--- config.mk ---
export PLATFORM = sky130hd
export DESIGN_NAME = stsr_back
export DESIGN_NICKNAME = d
export VERILOG_FILES = /design/src/design/stsr_pkg.sv /design/src/design/stsr_back.sv
export SDC_FILE = /design/constraint.sdc
export NUM_CORES = 1
export LEC_CHECK = 0
export BUFFER_PORTS_ARGS = -buffer_cell sky130_fd_sc_hd__buf_2
export CAP_MARGIN = 10
export CORE_ASPECT_RATIO = 0.6
export CORE_MARGIN = 8
export CORE_UTILIZATION = 40
export CTS_CLUSTER_SIZE = 25
export DETAILED_ROUTE_END_ITERATION = 10
export PLACE_DENSITY = 0.75
export SLEW_MARGIN = 30
export SYNTH_ARGS = -nofsm -noshare
export SYNTH_HDL_FRONTEND = slang
export SYNTH_SLANG_ARGS = --single-unit
--- constraint.sdc ---
create_clock -name i_clk -period 1.76 [get_ports i_clk]
set_input_delay 0.352 -clock i_clk [delete_from_list [all_inputs] [get_ports i_clk]]
set_output_delay 0.352 -clock i_clk [all_outputs]
set_load 0.01 [all_outputs]
--- src/design/stsr_pkg.sv ---
// Shared types, codes and widths for the sorted table block.
// Depends on nothing; every other design file imports it.
`timescale 1ns / 1ps

package stsr_pkg;

    localparam int CAPACITY_DEF = 64;

    localparam int VALUE_W  = 32;
    localparam int REQ_W    = 2;
    localparam int STATUS_W = 2;
    localparam int POS_W    = 6;
    localparam int HELD_W   = 7;

    // depth of the queue between front and back
    localparam int Q_DEPTH = 2;

    // request type codes on the input port
    localparam logic [REQ_W-1:0] REQ_INSERT = 2'd0;
    localparam logic [REQ_W-1:0] REQ_SEARCH = 2'd1;
    localparam logic [REQ_W-1:0] REQ_REMOVE = 2'd2;

    // result status codes
    localparam logic [STATUS_W-1:0] ST_DONE      = 2'd0;
    localparam logic [STATUS_W-1:0] ST_NOT_FOUND = 2'd1;
    localparam logic [STATUS_W-1:0] ST_FULL      = 2'd2;

    // classified operation carried through the queue
    typedef logic [1:0] t_op;
    localparam t_op OP_INSERT = 2'd0;
    localparam t_op OP_SEARCH = 2'd1;
    localparam t_op OP_REMOVE = 2'd2;
    localparam t_op OP_IGNORE = 2'd3;

    typedef struct packed {
        t_op                op;
        logic [VALUE_W-1:0] value;
    } t_item;

    // strobes from the back-end sequencer to the cell row
    typedef struct packed {
        logic cmp;
        logic ins;
        logic rem;
    } t_cell_ctrl;

endpackage

--- src/design/stsr_back.sv ---
// Back end: sequences compare and shift on the cell row, keeps the entry
// count and holds the result register. Depends on stsr_pkg.
`timescale 1ns / 1ps

module stsr_back import stsr_pkg::*; #(
    parameter int unsigned CAPACITY = CAPACITY_DEF,
    localparam int IDX_W = $clog2(CAPACITY),
    localparam int CNT_W = $clog2(CAPACITY + 1)
) (
    input  logic                i_clk,
    input  logic                i_rst_n,
    input  t_item               i_item,
    input  logic                i_item_valid,
    output logic                o_pop,
    output t_cell_ctrl          o_ctrl,
    output logic [CNT_W-1:0]    o_count,
    input  logic                i_found,
    input  logic [IDX_W-1:0]    i_pos,
    output logic                o_out_valid,
    input  logic                i_out_stall,
    output logic [STATUS_W-1:0] o_status,
    output logic [POS_W-1:0]    o_position,
    output logic [HELD_W-1:0]   o_entries_held
);

    localparam logic S_IDLE  = 1'b0;
    localparam logic S_APPLY = 1'b1;

    logic                r_state, n_state;
    t_op                 r_op, n_op;
    logic [CNT_W-1:0]    r_count, n_count;
    logic                r_out_valid, n_out_valid;
    logic [STATUS_W-1:0] r_status;
    logic [POS_W-1:0]    r_position;
    logic [HELD_W-1:0]   r_held;

    logic                w_load;
    logic [STATUS_W-1:0] w_status;
    logic [IDX_W-1:0]    w_pos;
    logic [IDX_W+POS_W-1:0]  w_pos_ext;
    logic [CNT_W+HELD_W-1:0] w_cnt_ext;

    always_comb begin
        n_state  = r_state;
        n_op     = r_op;
        n_count  = r_count;
        o_pop    = 1'b0;
        o_ctrl   = '0;
        w_load   = 1'b0;
        w_status = ST_NOT_FOUND;
        w_pos    = '0;
        unique case (r_state)
            S_IDLE: begin
                if (i_item_valid) begin
                    o_pop      = 1'b1;
                    o_ctrl.cmp = 1'b1;
                    n_op       = i_item.op;
                    n_state    = S_APPLY;
                end
            end
            S_APPLY: begin
                if (!r_out_valid || !i_out_stall) begin
                    w_load  = 1'b1;
                    n_state = S_IDLE;
                    unique case (r_op)
                        OP_INSERT: begin
                            if (r_count == CNT_W'(CAPACITY)) begin
                                w_status = ST_FULL;
                            end else begin
                                w_status   = ST_DONE;
                                w_pos      = i_pos;
                                o_ctrl.ins = 1'b1;
                                n_count    = r_count + 1'b1;
                            end
                        end
                        OP_SEARCH: begin
                            if (i_found) begin
                                w_status = ST_DONE;
                                w_pos    = i_pos;
                            end
                        end
                        OP_REMOVE: begin
                            if (i_found) begin
                                w_status   = ST_DONE;
                                w_pos      = i_pos;
                                o_ctrl.rem = 1'b1;
                                n_count    = r_count - 1'b1;
                            end
                        end
                        default: begin
                            w_status = ST_NOT_FOUND;
                        end
                    endcase
                end
            end
            default: n_state = S_IDLE;
        endcase
    end

    always_comb begin
        n_out_valid = r_out_valid;
        if (w_load) begin
            n_out_valid = 1'b1;
        end else if (!i_out_stall) begin
            n_out_valid = 1'b0;
        end
    end

    assign w_pos_ext = {{POS_W{1'b0}}, w_pos};
    assign w_cnt_ext = {{HELD_W{1'b0}}, n_count};

    always_ff @(posedge i_clk) begin
        if (!i_rst_n) begin
            r_state     <= S_IDLE;
            r_op        <= OP_IGNORE;
            r_count     <= '0;
            r_out_valid <= 1'b0;
        end else begin
            r_state     <= n_state;
            r_op        <= n_op;
            r_count     <= n_count;
            r_out_valid <= n_out_valid;
        end
    end

    always_ff @(posedge i_clk) begin
        if (w_load) begin
            r_status   <= w_status;
            r_position <= w_pos_ext[POS_W-1:0];
            r_held     <= w_cnt_ext[HELD_W-1:0];
        end
    end

    assign o_count        = r_count;
    assign o_out_valid    = r_out_valid;
    assign o_status       = r_status;
    assign o_position     = r_position;
    assign o_entries_held = r_held;

endmodule

---- Word level (Yosys, flattened, before mapping) ----
Index checks and enable logic that the tools add are counted.
word-level totals
  bits in registers ....................... 26
  latch bits .............................. 0
  memory bits (writable) .................. 0
  memory bits (read-only) ................. 0
  input port bits ......................... 45
  output and inout bits ................... 27
  word-level logic and storage cells ...... 46
  memories ................................ 0
operators by class
  add/subtract/negate cells ............... 2
  $mul .................................... 0
  divide/modulo/power cells ............... 0
  magnitude comparators ................... 0
  equal/unequal tests ..................... 4
  shift-type cells ........................ 0
  mux-type cells .......................... 25
  bitwise logic cells ..................... 1
  reductions and logical operators ........ 7
operator list
  kind                                                    count
  2-to-1 mux 7 bit                                        4
  case mux 7 bit (2 select lines)                         1
  2-to-1 mux 1 bit                                        12
  2-to-1 mux 6 bit                                        2
  case mux 6 bit (2 select lines)                         1
  adder 7 x 1 -> 7 bit (second input constant)            1
  equality test 7 bit (second input constant)             1
  subtractor 7 x 1 -> 7 bit (second input constant)       1
  2-to-1 mux 2 bit                                        3
  case mux 2 bit (2 select lines)                         1
  AND reduction 2 bit                                     2
  equality test 2 x 1 -> 1 bit (second input constant)    1
  equality test 2 bit (second input constant)             1
  zero test 1 bit                                         2
  zero test 2 bit                                         1
  inequality test 2 x 1 -> 1 bit (second input constant)  1
  case mux 1 bit (2 select lines)                         1
  OR reduction 2 bit                                      1
  logical OR 1 bit                                        1
  NOT 1 bit                                               1

---- Depth between registers and ports, before layout ----
  depth in word-level cells ............... 5
  mapped depth ............................ 7
  depth with buffers taken out ............ 6

---- Worst setup path after synthesis ----
No wires, ideal clock.
  path kind ............................... register to register
  start ................................... reg r_count[4], in the netlist o_count[4]
  end ..................................... reg r_held[2], in the netlist o_entries_held[2], data pin
  library setup time ...................... 256 ps
  arrival ................................. 1650 ps
  required time ........................... 1504 ps
  slack ................................... -146 ps
  cell stages (with the launch flop) ...... 6
  buffers on the path ..................... 1
  clock period less this slack ............ 1906 ps
  cell sequence ........................... dfxtp_1 -> buf_6 -> or4b_2 -> o21ai_2 -> o221ai_1 -> a22o_1
on the way
  cells in the longest elaborated chain, start to end .. 5
ends and longest elaborated chain
  element                          line              text
  start: declaration               stsr_back.sv:31   logic [CNT_W-1:0] r_count, n_count;
  start signal: assignment         stsr_back.sv:121  r_count <= n_count;
  equality test 7 bit              stsr_back.sv:67   if (r_count == CNT_W'(CAPACITY)) begin
  2-to-1 mux 7 bit                 stsr_back.sv:67
  case mux 7 bit (2 select lines)  stsr_back.sv:65   unique case (r_op)
  2-to-1 mux 7 bit                 stsr_back.sv:62   if (!r_out_valid || !i_out_stall) begin
  2-to-1 mux 7 bit                 stsr_back.sv:52   unique case (r_state)
  net n_count[2]                   stsr_back.sv:31
  end signal: assignment           stsr_back.sv:130  r_held <= w_cnt_ext[HELD_W-1:0];
  end: declaration                 stsr_back.sv:35   logic [HELD_W-1:0] r_held;
The timed path passes the listed nets, and every way through them passes these cells.
A chain may end at the register's enable or synchronous reset.

==> reports/metrics.csv <==
metric,value,unit
status,finished with violations,
violations,negative setup slack,
endpoint_kind,primary output,
io_pins,72,
hold_violations,0,
cts_max_level,1,
grt_pass1_vias,1353,
power,0.00135,W
design_area,0.00201,mm²
min_from,i_item[33],
synth-simple-area-share,22.2,%
cp_max_fo,2,
rsz0062_at_grt,true,
synth_top_family_by_area,simple AND/OR/NAND/NOR gates,
synthArstFlopShare,0,%
cts_tree,built,
path_clk_slew,0.09,ns
synth-seq-area-share,48.1,%
fp-row-count,16,
synth_compound_area_share,19.1,%
synth_area_per_cell,9.69,µm²
required,1.41,ns
synthXorXnorAreaFrac,0.628,%
path_class,flip-flop to primary output,
coreArea,0.00330,mm²
hold_buffers,0,
layout.nets,257,
rr_startpoint,o_count[4]$_SDFF_PN0_,
timing.final.ws_setup,-0.131,ns
drive_gt1_share,46.6,%
drv_cap,0,
synth_top_area_share,32.3,%
drc,0,
finClkSkew,0.00500,ns
start_util,42.2,%
max_slew_margin,74.4,%
cts.sinks,26,
clockRootBuffer,clkbuf_8,
placed_cell_area,0.00177,mm²
via_count,1328,
synth_seq_cells,26,
cts.path.max_buffers,2,
synth_area_leaders,"edfxtp_1, dfxtp_1, ha_1",
grt-ovfl-total,0,
antenna_cells,0,
dieArea,0.00570,mm²
initialDrtViolationCount,69,
hold_class,primary input to flip-flop,
ys_dominant_reg_cell,edfxtp_1,
synth_edf_count,15,
drt.antenna.violating_nets,0,
worstPathArrival,1.54,ns
finalCritPeriodShare,107,%
clock_latency,0.27,ns
p_leak,0.832,nW
fmax,529,MHz
synth.net_count,194,
drtPass1Iterations,4,
die_h,61.7,µm
netlist_area,0.00140,mm²
preCtsSetupSlack,0.00216,ns
wl,4110,µm
syn_inst,144,
antenna_found_initial,0,
synth-adder-area-share,4.48,%
cts_buffers,3,
crit_path_start_kind,flip-flop,
synth_common_cells,"edfxtp_1, nand2_1, dfxtp_1",
synth_cell_types,41,
grt_max_degree,20,
synth_area_leader_cell,edfxtp_1,
setup_viol,4,
critPathLaunch,o_count[4]$_SDFF_PN0_,
tns,-0.377,ns
period_minus_slack,1.89,ns
synthMuxAreaShare,0,%
numPortBuffers,39,
maxSlewViolCount,0,
synth_warnings,0,
die_x,92.2,µm
place.detailed.hpwl,2970,µm
place.gp.congestion,0.928,
grt_pass1_wl,6300,µm
worst_pin_slew,0.383,ns
grt_usage,14.2,%
post_drt_wl_per_cell,16.4,µm
p_per_area,670,mW/mm²
worst_ir_drop_vdd,352,µV
area_growth,44.1,%
vias_per_cell,5.29,
## cells in the final DEF (no fill, tap or decap), drive strengths merged, types with 2 or more instances in the layout
cell type and count:
nor4 4, nand3 6, nand2 15, buf 65, inv 8, a21oi 5
dfxtp 11, o21ai 10, ha 5, o211ai 3, o21a 2, and2 8
a31oi 5, a211oi 2, nand2b 3, a22o 3, nor2b 2, clkbuf 4
nor3 5, or4b 3, nor2 7, edfxtp 15
## layout make-up
cell class	instances	area [µm²]
clock buffer	4	55.1
fill	288	1290
inverter	9	40.0
multi-input combinational	102	771
sequential	26	687
tap	45	56.3
timing repair buffer	65	402
## registers in the layout (all words and copies together) (netlist names)
register        flops
o_position          6
o_status            2
r_state             1
o_count             7
o_entries_held      7
r_op                2
o_out_valid         1
## per-layer routing
metal  global-route usage (%)  vias up  part of all wire [%]
li1                         -      659                     -
met1                     17.2      613                    46
met5                        0        -                     0
met4                     5.91        0                   1.7
met2                     23.2       50                    45
met3                     4.80        6                   8.2
## final timing paths
kind / to / cells after the start / slack [ns]
min: r_op[1]$_SDFFE_PN1P_ / 3 / 0.29
max reg2reg: o_count[6]$_SDFF_PN0_ / 5 / -0.12
max: o_ctrl[1] / 4 / -0.13
min reg2reg: o_out_valid$_SDFFE_PN0P_ / 2 / 0.51
## timing repair
| action | in CTS | in global routing |
|---|---|---|
| buffers inserted | 4 | 3 |
| pin swaps | 2 | 3 |
| endpoints found under the setup margin | 4 | 17 |
| resized for setup | 13 | 19 |
## stage by stage
stage | hold WS (ns) | instances | util [%]
after global placement | 0.488 | 240 | 53.7
after detailed placement | 0.527 | 240 | 53.7
after CTS | 0.292 | 248 | 57.8
final | 0.294 | 251 | 60.9
after floorplan | 0.441 | 144 | -
after global routing | 0.313 | 251 | 60.9
## critical path: stages (launching register included)
cell     delay, ns
dfxtp_4       0.35
or4b_4        0.56
o21ai_4       0.16
nor2_1        0.06
buf_2         0.14
## cell families (layout without fill, tap and decap cells)
group	Yosys count	after routing
simple gates	57	57
flops	26	26
fa+ha+maj	5	5
buf+inv	16	78
compound gates	39	39
xor+xnor	1	1
## report_power, final
part	internal [W]	switching [W]
sequential	0.000674	0.0000176
combinational	0.000122	0.000148
clock	0.000200	0.000187
total	0.000996	0.000352
(Power assumes the default switching activity.)
