<file path="src/design/stsr_pkg.sv">
// Shared types, codes and widths for the sorted table block.
// Depends on nothing; every other design file imports it.
`timescale 1ns / 1ps

package stsr_pkg;

    localparam int CAPACITY_DEF = 64;

    localparam int VALUE_W  = 32;
    localparam int REQ_W    = 2;
    localparam int STATUS_W = 2;
    localparam int POS_W    = 6;
    localparam int HELD_W   = 7;

    // depth of the queue between front and back
    localparam int Q_DEPTH = 2;

    // request type codes on the input port
    localparam logic [REQ_W-1:0] REQ_INSERT = 2'd0;
    localparam logic [REQ_W-1:0] REQ_SEARCH = 2'd1;
    localparam logic [REQ_W-1:0] REQ_REMOVE = 2'd2;

    // result status codes
    localparam logic [STATUS_W-1:0] ST_DONE      = 2'd0;
    localparam logic [STATUS_W-1:0] ST_NOT_FOUND = 2'd1;
    localparam logic [STATUS_W-1:0] ST_FULL      = 2'd2;

    // classified operation carried through the queue
    typedef logic [1:0] t_op;
    localparam t_op OP_INSERT = 2'd0;
    localparam t_op OP_SEARCH = 2'd1;
    localparam t_op OP_REMOVE = 2'd2;
    localparam t_op OP_IGNORE = 2'd3;

    typedef struct packed {
        t_op                op;
        logic [VALUE_W-1:0] value;
    } t_item;

    // strobes from the back-end sequencer to the cell row
    typedef struct packed {
        logic cmp;
        logic ins;
        logic rem;
    } t_cell_ctrl;

endpackage

</file>
<file path="src/design/stsr_front.sv">
// Front end: takes request items, classifies the request type and queues them.
// Depends on stsr_pkg.
`timescale 1ns / 1ps

module stsr_front import stsr_pkg::*; (
    input  logic               i_clk,
    input  logic               i_rst_n,
    input  logic               i_in_valid,
    input  logic [REQ_W-1:0]   i_req_type,
    input  logic [VALUE_W-1:0] i_value,
    output logic               o_in_stall,
    output t_item              o_item,
    output logic               o_item_valid,
    input  logic               i_pop
);

    localparam int PTR_W  = (Q_DEPTH > 1) ? $clog2(Q_DEPTH) : 1;
    localparam int FILL_W = $clog2(Q_DEPTH + 1);

    t_item             r_q [Q_DEPTH];
    logic [PTR_W-1:0]  r_wr, n_wr;
    logic [PTR_W-1:0]  r_rd, n_rd;
    logic [FILL_W-1:0] r_fill, n_fill;
    t_op               w_op;
    logic              w_push;

    always_comb begin
        unique case (i_req_type)
            REQ_INSERT: w_op = OP_INSERT;
            REQ_SEARCH: w_op = OP_SEARCH;
            REQ_REMOVE: w_op = OP_REMOVE;
            default:    w_op = OP_IGNORE;
        endcase
    end

    assign o_in_stall   = (r_fill == FILL_W'(Q_DEPTH));
    assign w_push       = i_in_valid && !o_in_stall;
    assign o_item_valid = (r_fill != '0);
    assign o_item       = r_q[r_rd];

    always_comb begin
        n_wr   = r_wr;
        n_rd   = r_rd;
        n_fill = r_fill;
        if (w_push) begin
            n_wr = (r_wr == PTR_W'(Q_DEPTH - 1)) ? '0 : r_wr + 1'b1;
        end
        if (i_pop) begin
            n_rd = (r_rd == PTR_W'(Q_DEPTH - 1)) ? '0 : r_rd + 1'b1;
        end
        if (w_push && !i_pop) begin
            n_fill = r_fill + 1'b1;
        end else if (!w_push && i_pop) begin
            n_fill = r_fill - 1'b1;
        end
    end

    always_ff @(posedge i_clk) begin
        if (!i_rst_n) begin
            r_wr   <= '0;
            r_rd   <= '0;
            r_fill <= '0;
        end else begin
            r_wr   <= n_wr;
            r_rd   <= n_rd;
            r_fill <= n_fill;
        end
    end

    always_ff @(posedge i_clk) begin
        if (w_push) begin
            r_q[r_wr] <= '{op: w_op, value: i_value};
        end
    end

endmodule

</file>
<file path="config.mk">
export PLATFORM = sky130hd
export DESIGN_NAME = stsr_front
export DESIGN_NICKNAME = d
export VERILOG_FILES = /design/src/design/stsr_pkg.sv /design/src/design/stsr_front.sv
export SDC_FILE = /design/constraint.sdc
export NUM_CORES = 1
export LEC_CHECK = 0
export BUFFER_PORTS_ARGS = -buffer_cell sky130_fd_sc_hd__buf_2
export CORE_AREA = 5 5 65 125
export DETAILED_ROUTE_END_ITERATION = 10
export DIE_AREA = 0 0 70 130
export PLACE_DENSITY = 0.65
export SLEW_MARGIN = 20
export SYNTH_ARGS = -nofsm -noshare
export SYNTH_HDL_FRONTEND = slang
export SYNTH_SLANG_ARGS = --single-unit
</file>
<file path="constraint.sdc">
create_clock -name i_clk -period 2.5 [get_ports i_clk]
set_clock_uncertainty 0.15 [all_clocks]
set_input_delay 0.375 -clock i_clk [delete_from_list [all_inputs] [get_ports i_clk]]
set_output_delay 0.375 -clock i_clk [all_outputs]
set_load 0.1 [all_outputs]
</file>
# Word-level counts from Yosys, hierarchy flattened
# Memories as Yosys holds them, arrays and structs flattened. A register that Yosys moved wholly into a read port is not among the register bits.
# Index checks and enable logic that the tools add are counted.
# Widths: inputs -> output; s select.
# classes
reduce_logical,9
eq_ne,3
mux,9
n_addsub,4
# op_table
op,n
$mux 1,6
$pmux 2 s3,1
$eq 2x2->1 const B,2
$mux 2,2
$reduce_bool 2->1,2
$logic_and 1x1->1,3
$logic_not 1->1,3
$add 1x1->1 const B,2
$add 2x1->2 const B,1
$eq 2x1->1 const B,1
$logic_not 2->1,1
$sub 2x1->2 const B,1
# word_totals
wordCells,29
memories,1
ff_bits,4
out_inout_bits,36
inputBits,38
ram_bits,68
# mem_list
name,depth,width,rd,rd_ports_with_merged_regs,write_ports,line_no,source
r_q,2,34,1,1,1,stsr_front.sv:20,t_item r_q [Q_DEPTH];

# Logic depth before layout (Yosys ltp)
# Gate-level depths: netlist of run 1.
# logic_depth
ltp_word,7
depth_mapped,7

# Worst setup path after synthesis of run 1
# OpenSTA, ideal clock, no wires.
# synth_timing
path_type,reg2reg
start,register r_fill[0]
end,"memory r_q[0][0] (netlist name), enable pin"
stages_incl_launch_ff,4
path_slack_ns,-0.205
required_ns,1.929
period_less_slack_ns,2.705
arrival_ns,2.134
path_cell_list,dfxtp_1 > nand2b_2 > inv_2 > nor3_2
# synth_between
elab_chain_cells,5
# synth_lines
item,line_no,source
from (decl),stsr_front.sv:23,"logic [FILL_W-1:0] r_fill, n_fill;"
from (signal assigned),stsr_front.sv:66,r_fill <= n_fill;
$eq 2x2->1,stsr_front.sv:36,assign o_in_stall = (r_fill == FILL_W'(Q_DEPTH));
named net o_in_stall,stsr_front.sv:11,"output logic o_in_stall,"
$logic_not 1->1,stsr_front.sv:37,assign w_push = i_in_valid && !o_in_stall;
$logic_and 1x1->1,stsr_front.sv:37,
$mux 1,stsr_front.sv:71,if (w_push) begin
$mux 1 (implied by the code),stsr_front.sv:72,"r_q[r_wr] <= '{op: w_op, value: i_value};"
to (decl),stsr_front.sv:20,
# The timed path passes the listed nets, and every way through them passes these cells.

==> flow_summary.yaml, run 1 <==
critical_path:
  required_ns: 1.98
  start_kind: "register"
  path_max_fanout: 17
  arrival_ns: 1.51
  crit_path_cell_trace: "buf_4, mux2_1, buf_12"
  cp-end-kind: "output pin"
  critPathMaxStageDelay_ns: 0.41
  crit_slowest_cell: "mux2_1"
  criticalPathCategory: "reg2out"
placement:
  gp_congestion: 0.6761
  dpl_worst_slack_ns: 0.7892
  place_area_um2: 3709
  post-dp-hpwl_um: 3728
  port_buffers: 73
run:
  maxCapViolations: 0
power:
  p_leak_nw: 1.518
  powerDensity_nw_per_um2: 1020
  ir_worst_vdd_mv: 0.6938
synthesis:
  synth_top_cell_by_area: "edfxtp_1"
  ys_seq_area_frac: 0.7908
  synth_edf_count: 68
  postSynthAreaPerCell_um2: 20.37
  yosys.area_share.simple: 0.02217
  synthFlopType: "edfxtp_1"
  syn_area_um2: 2709
  synthTopCellsByArea: "edfxtp_1 (75%), mux2_2 (13%), dfxtp_1 (3.7%)"
  synth_top_family_by_area: "multiplexers"
  synth-compound-area-share: 0.01016
  synth-xor-area-share: 0.009700
  synth_mux_area_frac: 0.1413
  synth.distinct_cells: 23
  netlist_instances: 133
  ys_ff_latch: 73
  synth_fa_ha_area_frac: 0.004619
  synth_top_cell_area_share: 0.7538
  synth_async_sr_flop_share: 0
  syn_nets: 172
  yosysWarnings: 0
grt:
  grt_max_degree: 21
  grt_pass1_vias: 1591
  track_usage: 0.1214
  grt_first_pass_wirelength_um: 7948
  gr-total-overflow: 0
  antenna_found_initial: 0
sta:
  finalHoldViolCount: 0
  worstMarginPinSlew_ns: 0.4881
  clock.fmax_mhz: 492.0
  rsz0062_at_grt: "no"
  setup_violations: 0
  finalCritPeriodShare: 0.8131
  tns_ns: 0
  slew_headroom: 0.6768
  period_minus_slack_ns: 2.033
  final_max_slew_viol_count: 0
  fin_ws_ns: 0.4673
clocking:
  insertion_delay_ns: 0.32
  cts-hold-fix-buffers: 0
  cts_resized: 0
  cts_buffer_depth: 2
  cts_buffers: 9
  clock-root-buffer: "clkbuf_16"
  cts.sinks: 73
  cts_tree: "built"
  clkTransAtPathRegs_ns: 0.05
  cts_setup_buffers: 0
  h-tree-depth: 3
layout:
  final_cell_mix: "edfxtp_1 (68), buf_2 (39), buf_12 (35), mux2_2 (31), clkbuf_16 (9)"
  syn_to_final_growth_pct: 47.21
  final_common_cell: "edfxtp_1"
  drive_gt1_frac: 0.5727
  fin_area_um2: 3988
  nets: 255
die:
  rows: 43
  die_h_um: 130
  core_region_area_um2: 6994
  initial_core_util: 0.3873
  fp.dieW_um: 70
  ioPinCount: 74
  die_area_um2: 9100
detailed_routing:
  vias: 1412
  firstDrtPassIters: 4
  drtAntennaViolNets: 0
  viasPerCell: 4.540
  drt_iter0_drc: 40
  avgRoutedWirePerCell_um: 16.62
  wl_um: 5169
  route.detailed.drc: 0
hold_path:
  hold_class: "in2reg"
status:
  outcome: "complete, no violations"
layer usage:
metal	global-route usage	share of wire	vias up
li1	-	-	679
met1	0.1084	0.33	680
met2	0.2192	0.57	43
met3	0.05474	0.069	10
met4	0.07449	0.025	0
met5	0	0	-
per-stage QoR:
step | std cells | hold slack, ns | total power, mW | utilization
after global placement | 295 | 0.3409 | 2.902 | 0.5302
final | 311 | 0.08582 | 4.067 | 0.5701
after CTS | 310 | 0.07019 | 4.116 | 0.5698
after global routing | 310 | 0.07374 | 4.202 | 0.5698
after floorplan | 133 | 0.3239 | 2.436 | -
after detailed placement | 295 | 0.3547 | 2.921 | 0.5302
cell usage after synthesis, types with 2 or more instances:
library cell  instances
and2_1                3
buf_6                 3
clkbuf_1              2
dfxtp_1               5
edfxtp_1             68
inv_1                 2
mux2_1                3
mux2_2               31
xor2_1                2
cells by family after synthesis:
group                      after synthesis
buffers and inverters                    9
DFF                                     73
xor gates and xnor gates                 3
muxes                                   34
adders and majority gates                1
AOI/OAI and AO/OA                        4
and+or+nand+nor                          9
power breakdown:
group | total, mW | internal (mW) | switching, mW
registers | 1.51 | 1.48 | 0.0330
clock network | 1.19 | 0.755 | 0.431
logic | 1.37 | 0.457 | 0.910
worst max-delay path: cells and delay by family, from the launching register on:
family | cells | cell delay [ns]
buffers and inverters | 2 | 0.45
DFF | 1 | 0.32
muxes | 1 | 0.41
registers in the layout, summed over array words and instances (netlist names), named ones only:
name,count
r_q,68
r_rd,1
r_wr,1
r_fill,2
final cells by class:
| class | instances | area, um^2 |
|---|---|---|
| diodes | 1 | 2.502 |
| clock buffers | 10 | 229.0 |
| clock inverters | 5 | 47.55 |
| fillers | 560 | 3007 |
| inverters | 3 | 11.26 |
| multi-input cells | 51 | 516.7 |
| flip-flops and latches | 73 | 2142 |
| well taps | 90 | 112.6 |
| repair buffers | 78 | 925.9 |
final timing paths:
kind,cells after the start,slack (ns),startpoint,to
hold reg to reg,2,0.37,r_fill[1]$_SDFFE_PN0P_,r_fill[1]$_SDFFE_PN0P_
setup / recovery,3,0.47,register,o_item[17]
setup reg to reg,6,0.80,r_fill[0]$_SDFFE_PN0P_,r_fill[1]$_SDFFE_PN0P_
hold / removal,1,0.09,i_value[20],r_q[0][20]$_DFFE_PP_
No activity file was read; power rests on OpenSTA's default activity.
==> inputs of run 2 (changes only) <==
Settings changed: PLACE_DENSITY 0.65 to 0.63.
Clock period 2.5 ns to 1.95 ns, I/O delays scaled along.
==> run 2 against run 1 <==
Against the previous run: non-clock buffer count is 17 higher; sequential share of layout area decreased by 3.4 points; routed wire length up 3.0%; sequential cell count is the same.
==> flow_summary.yaml, run 2 (synthesized netlist as in run 1, its figures left out) <==
critical_path:
  ff2ff_path_depth: 6
  crit_path_cell_trace: "buf_12, mux2_1, buf_12"
  critPathMaxStageDelay_ns: 0.39
  reg2reg_slack_ns: 0.30
  r2r_start: "r_fill[0]$_SDFFE_PN0P_"
  crit_family: "flip-flops"
  cp-end-kind: "output pin"
  crit_buf_inv: 2
  criticalPathCategory: "reg2out"
  path_max_fanout: 14
  arrival_ns: 1.43
  start_kind: "register"
  required_ns: 1.51
  cpMostUsedCell: "buf_12"
  r2r-end: "r_fill[1]$_SDFFE_PN0P_"
  crit_slowest_cell: "dfxtp_4"
grt:
  grt_first_pass_wirelength_um: 8411
  gr-usage-met1: 0.1145
  gr-total-overflow: 0
  use_met3: 0.05089
  grt_pass1_vias: 1688
  track_usage: 0.1285
  grt_max_degree: 20
  gr-usage-met2: 0.2359
  antenna_found_initial: 0
  grt.busiest_layer: "met2"
clocking:
  cts_buffer_depth: 2
  insertion_delay_ns: 0.32
  cts.sinks: 73
  clock-root-buffer: "clkbuf_16"
  clkTransAtPathRegs_ns: 0.05
  cts_tree: "built"
  h-tree-depth: 3
  cts_setup_buffers: 0
  cts_buffers: 9
layout:
  n_fill_cell: 536
  n_antenna_cell: 0
  largest_register_ff_count: 68
  final_common_cell: "edfxtp_1"
  largestRegisters: "r_q x68, r_fill x2"
  top_register: "r_q"
  nets: 272
  syn_to_final_growth_pct: 57.64
  final_cell_mix: "edfxtp_1 (68), buf_2 (39), buf_12 (35), mux2_2 (31), dlygate4sd3_1 (15)"
  drive_gt1_frac: 0.5588
power:
  p_total_mw: 5.687
  p_leak_nw: 1.642
  powerDensity_nw_per_um2: 1332
  ir_worst_vdd_mv: 1.076
detailed_routing:
  avgRoutedWirePerCell_um: 16.23
  firstDrtPassIters: 2
  route.detailed.drc: 0
  drtAntennaViolNets: 0
  viasPerCell: 4.518
  drt_iter0_drc: 39
  vias: 1482
  wl_um: 5323
sta:
  rsz0062_at_grt: "no"
  worstMarginPinSlew_ns: 0.4871
  period_minus_slack_ns: 1.875
  slew_headroom: 0.6775
  fin_ws_ns: 0.07515
  finalCritPeriodShare: 0.9615
  setup_violations: 0
  clock.fmax_mhz: 533.4
  tns_ns: 0
  holdWs_ns: 0.01369
  finalHoldViolCount: 0
  final_max_slew_viol_count: 0
die:
  die_area_um2: 9100
  die_h_um: 130
  ioPinCount: 74
  rows: 43
  fp.dieW_um: 70
  initial_core_util: 0.3873
  core_region_area_um2: 6994
hold_path:
  hold_class: "in2reg"
  holdCritStartpoint: "i_value[17]"
  holdPathEnd: "r_q[1][17]$_DFFE_PP_"
  whs_path_depth: 1
placement:
  post-dp-hpwl_um: 3609
  dpl_worst_slack_ns: 0.3098
  gp_congestion: 0.6841
  port_buffers: 73
run:
  maxCapViolations: 0
status:
  outcome: "complete, no violations"
==> run 2: changes by cell type in the layout (fill, tap and decap cells not counted), sizes merged <==
cell	delta
clkinv	-2
dlygate4sd3	+15
bufinv	+3
diode	-1
buf	+2
==> run 2: what timing repair did <==
item                       4_1_cts  5_1_grt
setup endpoints to repair        4       12
hold endpoints to repair        30        0
gates cloned                     1        0
resized for setup                2        1
hold buffers                    15        0
==> run 2: cell type report <==
cell class | count | area, um^2 | share of cell area
Multi-Input combinational cell | 51 | 521.8 | 0.1222
Timing Repair Buffer | 95 | 1111 | 0.2602
Clock buffer | 10 | 229.0 | 0.05362
Tap cell | 90 | 112.6 | 0.02637
Sequential cell | 73 | 2147 | 0.5028
Clock inverter | 6 | 130.1 | 0.03047
Inverter | 3 | 18.77 | 0.004395
==> run 2: metrics by stage <==
step / cell area (um^2) / util / std cells
6_report: 4270 / 0.6106 / 328
5_1_grt: 4270 / 0.6106 / 328
4_1_cts: 4268 / 0.6102 / 328
3_5_place_dp: 3730 / 0.5333 / 296
3_3_place_gp: 3730 / 0.5333 / 296
2_1_floorplan: 2729 / - / 133
==> run 2: worst max-delay path by stage <==
stage | slack [ns] | start | to | cells after the start
2_1_floorplan | -0.1 | r_fill[0]$_SDFFE_PN0P_ | r_q[0][0]$_DFFE_PP_ | 3
3_3_place_gp | 0.35 | register | o_item[23] | 3
3_5_place_dp | 0.31 | r_fill[0]$_SDFFE_PN0P_ | r_fill[1]$_SDFFE_PN0P_ | 6
4_1_cts | 0.003 | register | o_item[23] | 3
5_1_grt | 0.01 | register | o_item[23] | 3
6_report | 0.08 | register | o_item[23] | 3
==> run 2: layer usage <==
layer	wire length, um	up-vias	share of wire
met4	178	0	0.033
li1	-	708	-
met1	1665	713	0.31
met2	3150	47	0.59
met3	329	14	0.062
met5	0	-	0
==> run 2: report_power, final <==
group	switching, mW	internal (mW)	total (mW)
logic	1.17	0.628	1.80
registers	0.0495	1.90	1.95
clock network	0.564	1.37	1.94
==> inputs of run 3 (changes only) <==
--- a/config.mk
+++ b/config.mk
@@ -11,4 +11,5 @@
 export DIE_AREA = 0 0 70 130
 export PLACE_DENSITY = 0.63
+export SETUP_SLACK_MARGIN = 0.1
 export SLEW_MARGIN = 20
 export SYNTH_ARGS = -nofsm -noshare
--- a/constraint.sdc
+++ b/constraint.sdc
@@ -3,3 +3,3 @@
 set_input_delay 0.2925 -clock i_clk [delete_from_list [all_inputs] [get_ports i_clk]]
 set_output_delay 0.2925 -clock i_clk [all_outputs]
-set_load 0.1 [all_outputs]
+set_load 0.005 [all_outputs]
==> run 3 against run 2 <==
Against the previous run: power is 27% lower; first-iteration DRC count rose by 100%; clock power decreased by 14%; global-route usage fell by 1.6 points; sequential power about the same; cell area shrank 13%; register-to-register slack better by 0.02 ns; critical path type unchanged.
==> flow_summary.yaml, run 3 (synthesized netlist as in run 1, its figures left out) <==
die:
  fp.dieW_um: 70
  ioPinCount: 74
  core_region_area_um2: 6994
  die_h_um: 130
  die_area_um2: 9100
  rows: 43
  initial_core_util: 0.3873
sta:
  fin_ws_ns: 0.1628
  period_minus_slack_ns: 1.787
  clock.fmax_mhz: 559.5
  worstMarginPinSlew_ns: 0.2764
  finalHoldViolCount: 0
  rsz0062_at_grt: "yes"
  holdWs_ns: 0.01631
  final_max_slew_viol_count: 0
  finalCritPeriodShare: 0.9165
  setup_violations: 0
  tns_ns: 0
  slew_headroom: 0.8157
detailed_routing:
  drt_iter0_drc: 78
  drtAntennaViolNets: 0
  avgRoutedWirePerCell_um: 14.69
  wl_um: 4878
  viasPerCell: 4.482
  vias: 1488
  firstDrtPassIters: 4
  route.detailed.drc: 0
critical_path:
  required_ns: 1.51
  criticalPathCategory: "reg2out"
  cp-end-kind: "output pin"
  path_max_fanout: 20
  start_kind: "register"
  arrival_ns: 1.34
layout:
  largestRegisters: "r_q x68, r_fill x2"
  finalNonFillerCells: 332
  register_area_um2: 2145
  multiInputGateArea_um2: 521.8
  largest_register_ff_count: 68
  top_register: "r_q"
  drive_gt1_frac: 0.5413
  final_cell_mix: "buf_2 (73), edfxtp_1 (68), mux2_2 (31), dlygate4sd3_1 (20), clkbuf_16 (9)"
  final_common_cell: "buf_2"
  n_fill_cell: 595
  n_antenna_cell: 0
  syn_to_final_growth_pct: 37.83
  nets: 276
grt:
  grt_first_pass_wirelength_um: 7521
  antenna_found_initial: 0
  grt_pass1_vias: 1592
  grt_max_degree: 21
  gr-total-overflow: 0
  track_usage: 0.1129
status:
  outcome: "complete, no violations"
placement:
  port_buffers: 73
  gp_congestion: 0.6774
  dpl_worst_slack_ns: 0.3280
  dp.cells: 296
  post-dp-hpwl_um: 3344
clocking:
  clock-root-buffer: "clkbuf_16"
  cts_tree: "built"
  h-tree-depth: 3
  cts.sinks: 73
  clkTransAtPathRegs_ns: 0.05
  cts_setup_buffers: 0
  cts_buffers: 9
  insertion_delay_ns: 0.32
  cts_buffer_depth: 2
run:
  maxCapViolations: 0
power:
  ir_worst_vdd_mv: 0.6101
  p_leak_nw: 1.440
  powerDensity_nw_per_um2: 1113
hold_path:
  hold_class: "in2reg"
[run 3: changes by cell type in the layout (fill, tap and decap cells not counted), sizes merged]
cell	before	now
dlygate4sd3	15	20
bufinv	4	2
clkinv	2	4
buf	80	79
clkbuf	10	9
clkinvlp	0	1
[run 3: through the flow]
stage                       util  cell area, um^2  total power, mW
after global routing      0.5338             3734            4.355
after detailed placement  0.4578             3202            2.503
after floorplan                -             2725            2.264
after global placement    0.4578             3202            2.490
final                     0.5338             3734            4.154
after CTS                 0.5156             3606            4.195
[run 3: final cells by class]
cell class	instances	area share
multi-input combinational	51	0.1397
inverter	3	0.003686
timing repair buffer	99	0.1689
sequential	73	0.5744
clock inverter	7	0.02279
clock buffer	9	0.06032
tap	90	0.03016
[run 3: where the power goes]
part	switching (mW)	total, mW	internal (mW)
sequential	0.0465	1.95	1.90
clock	0.555	1.66	1.10
combinational	0.255	0.550	0.295
[run 3: critical path, stage by stage, from the launching register on]
cell	delay (ns)
dfxtp_2	0.36
buf_12	0.18
mux2_2	0.36
buf_2	0.13
[run 3: timing repair]
action | in CTS | in global routing
hold buffers | 9 | 11
cloned | 0 | 0
hold endpoints to repair | 18 | 22
gates resized for setup | 1 | 5
setup endpoints to repair | 25 | 34
[run 3: worst paths after layout]
kind	from	end	slack, ns	cells after the start
setup / recovery	register	o_item[22]	0.16	3
hold / removal	i_value[30]	r_q[1][30]$_DFFE_PP_	0.02	1
setup reg to reg	r_fill[0]$_SDFFE_PN0P_	r_fill[1]$_SDFFE_PN0P_	0.32	6
hold reg to reg	r_fill[1]$_SDFFE_PN0P_	r_fill[1]$_SDFFE_PN0P_	0.40	2
[run 3: routing by layer]
layer  global-route usage  share of wire  vias up
met5                    0              0        -
met2               0.1991           0.57       43
met3              0.05783          0.057        5
met1               0.1060           0.36      723
met4              0.05756          0.015        0
li1                     -              -      717
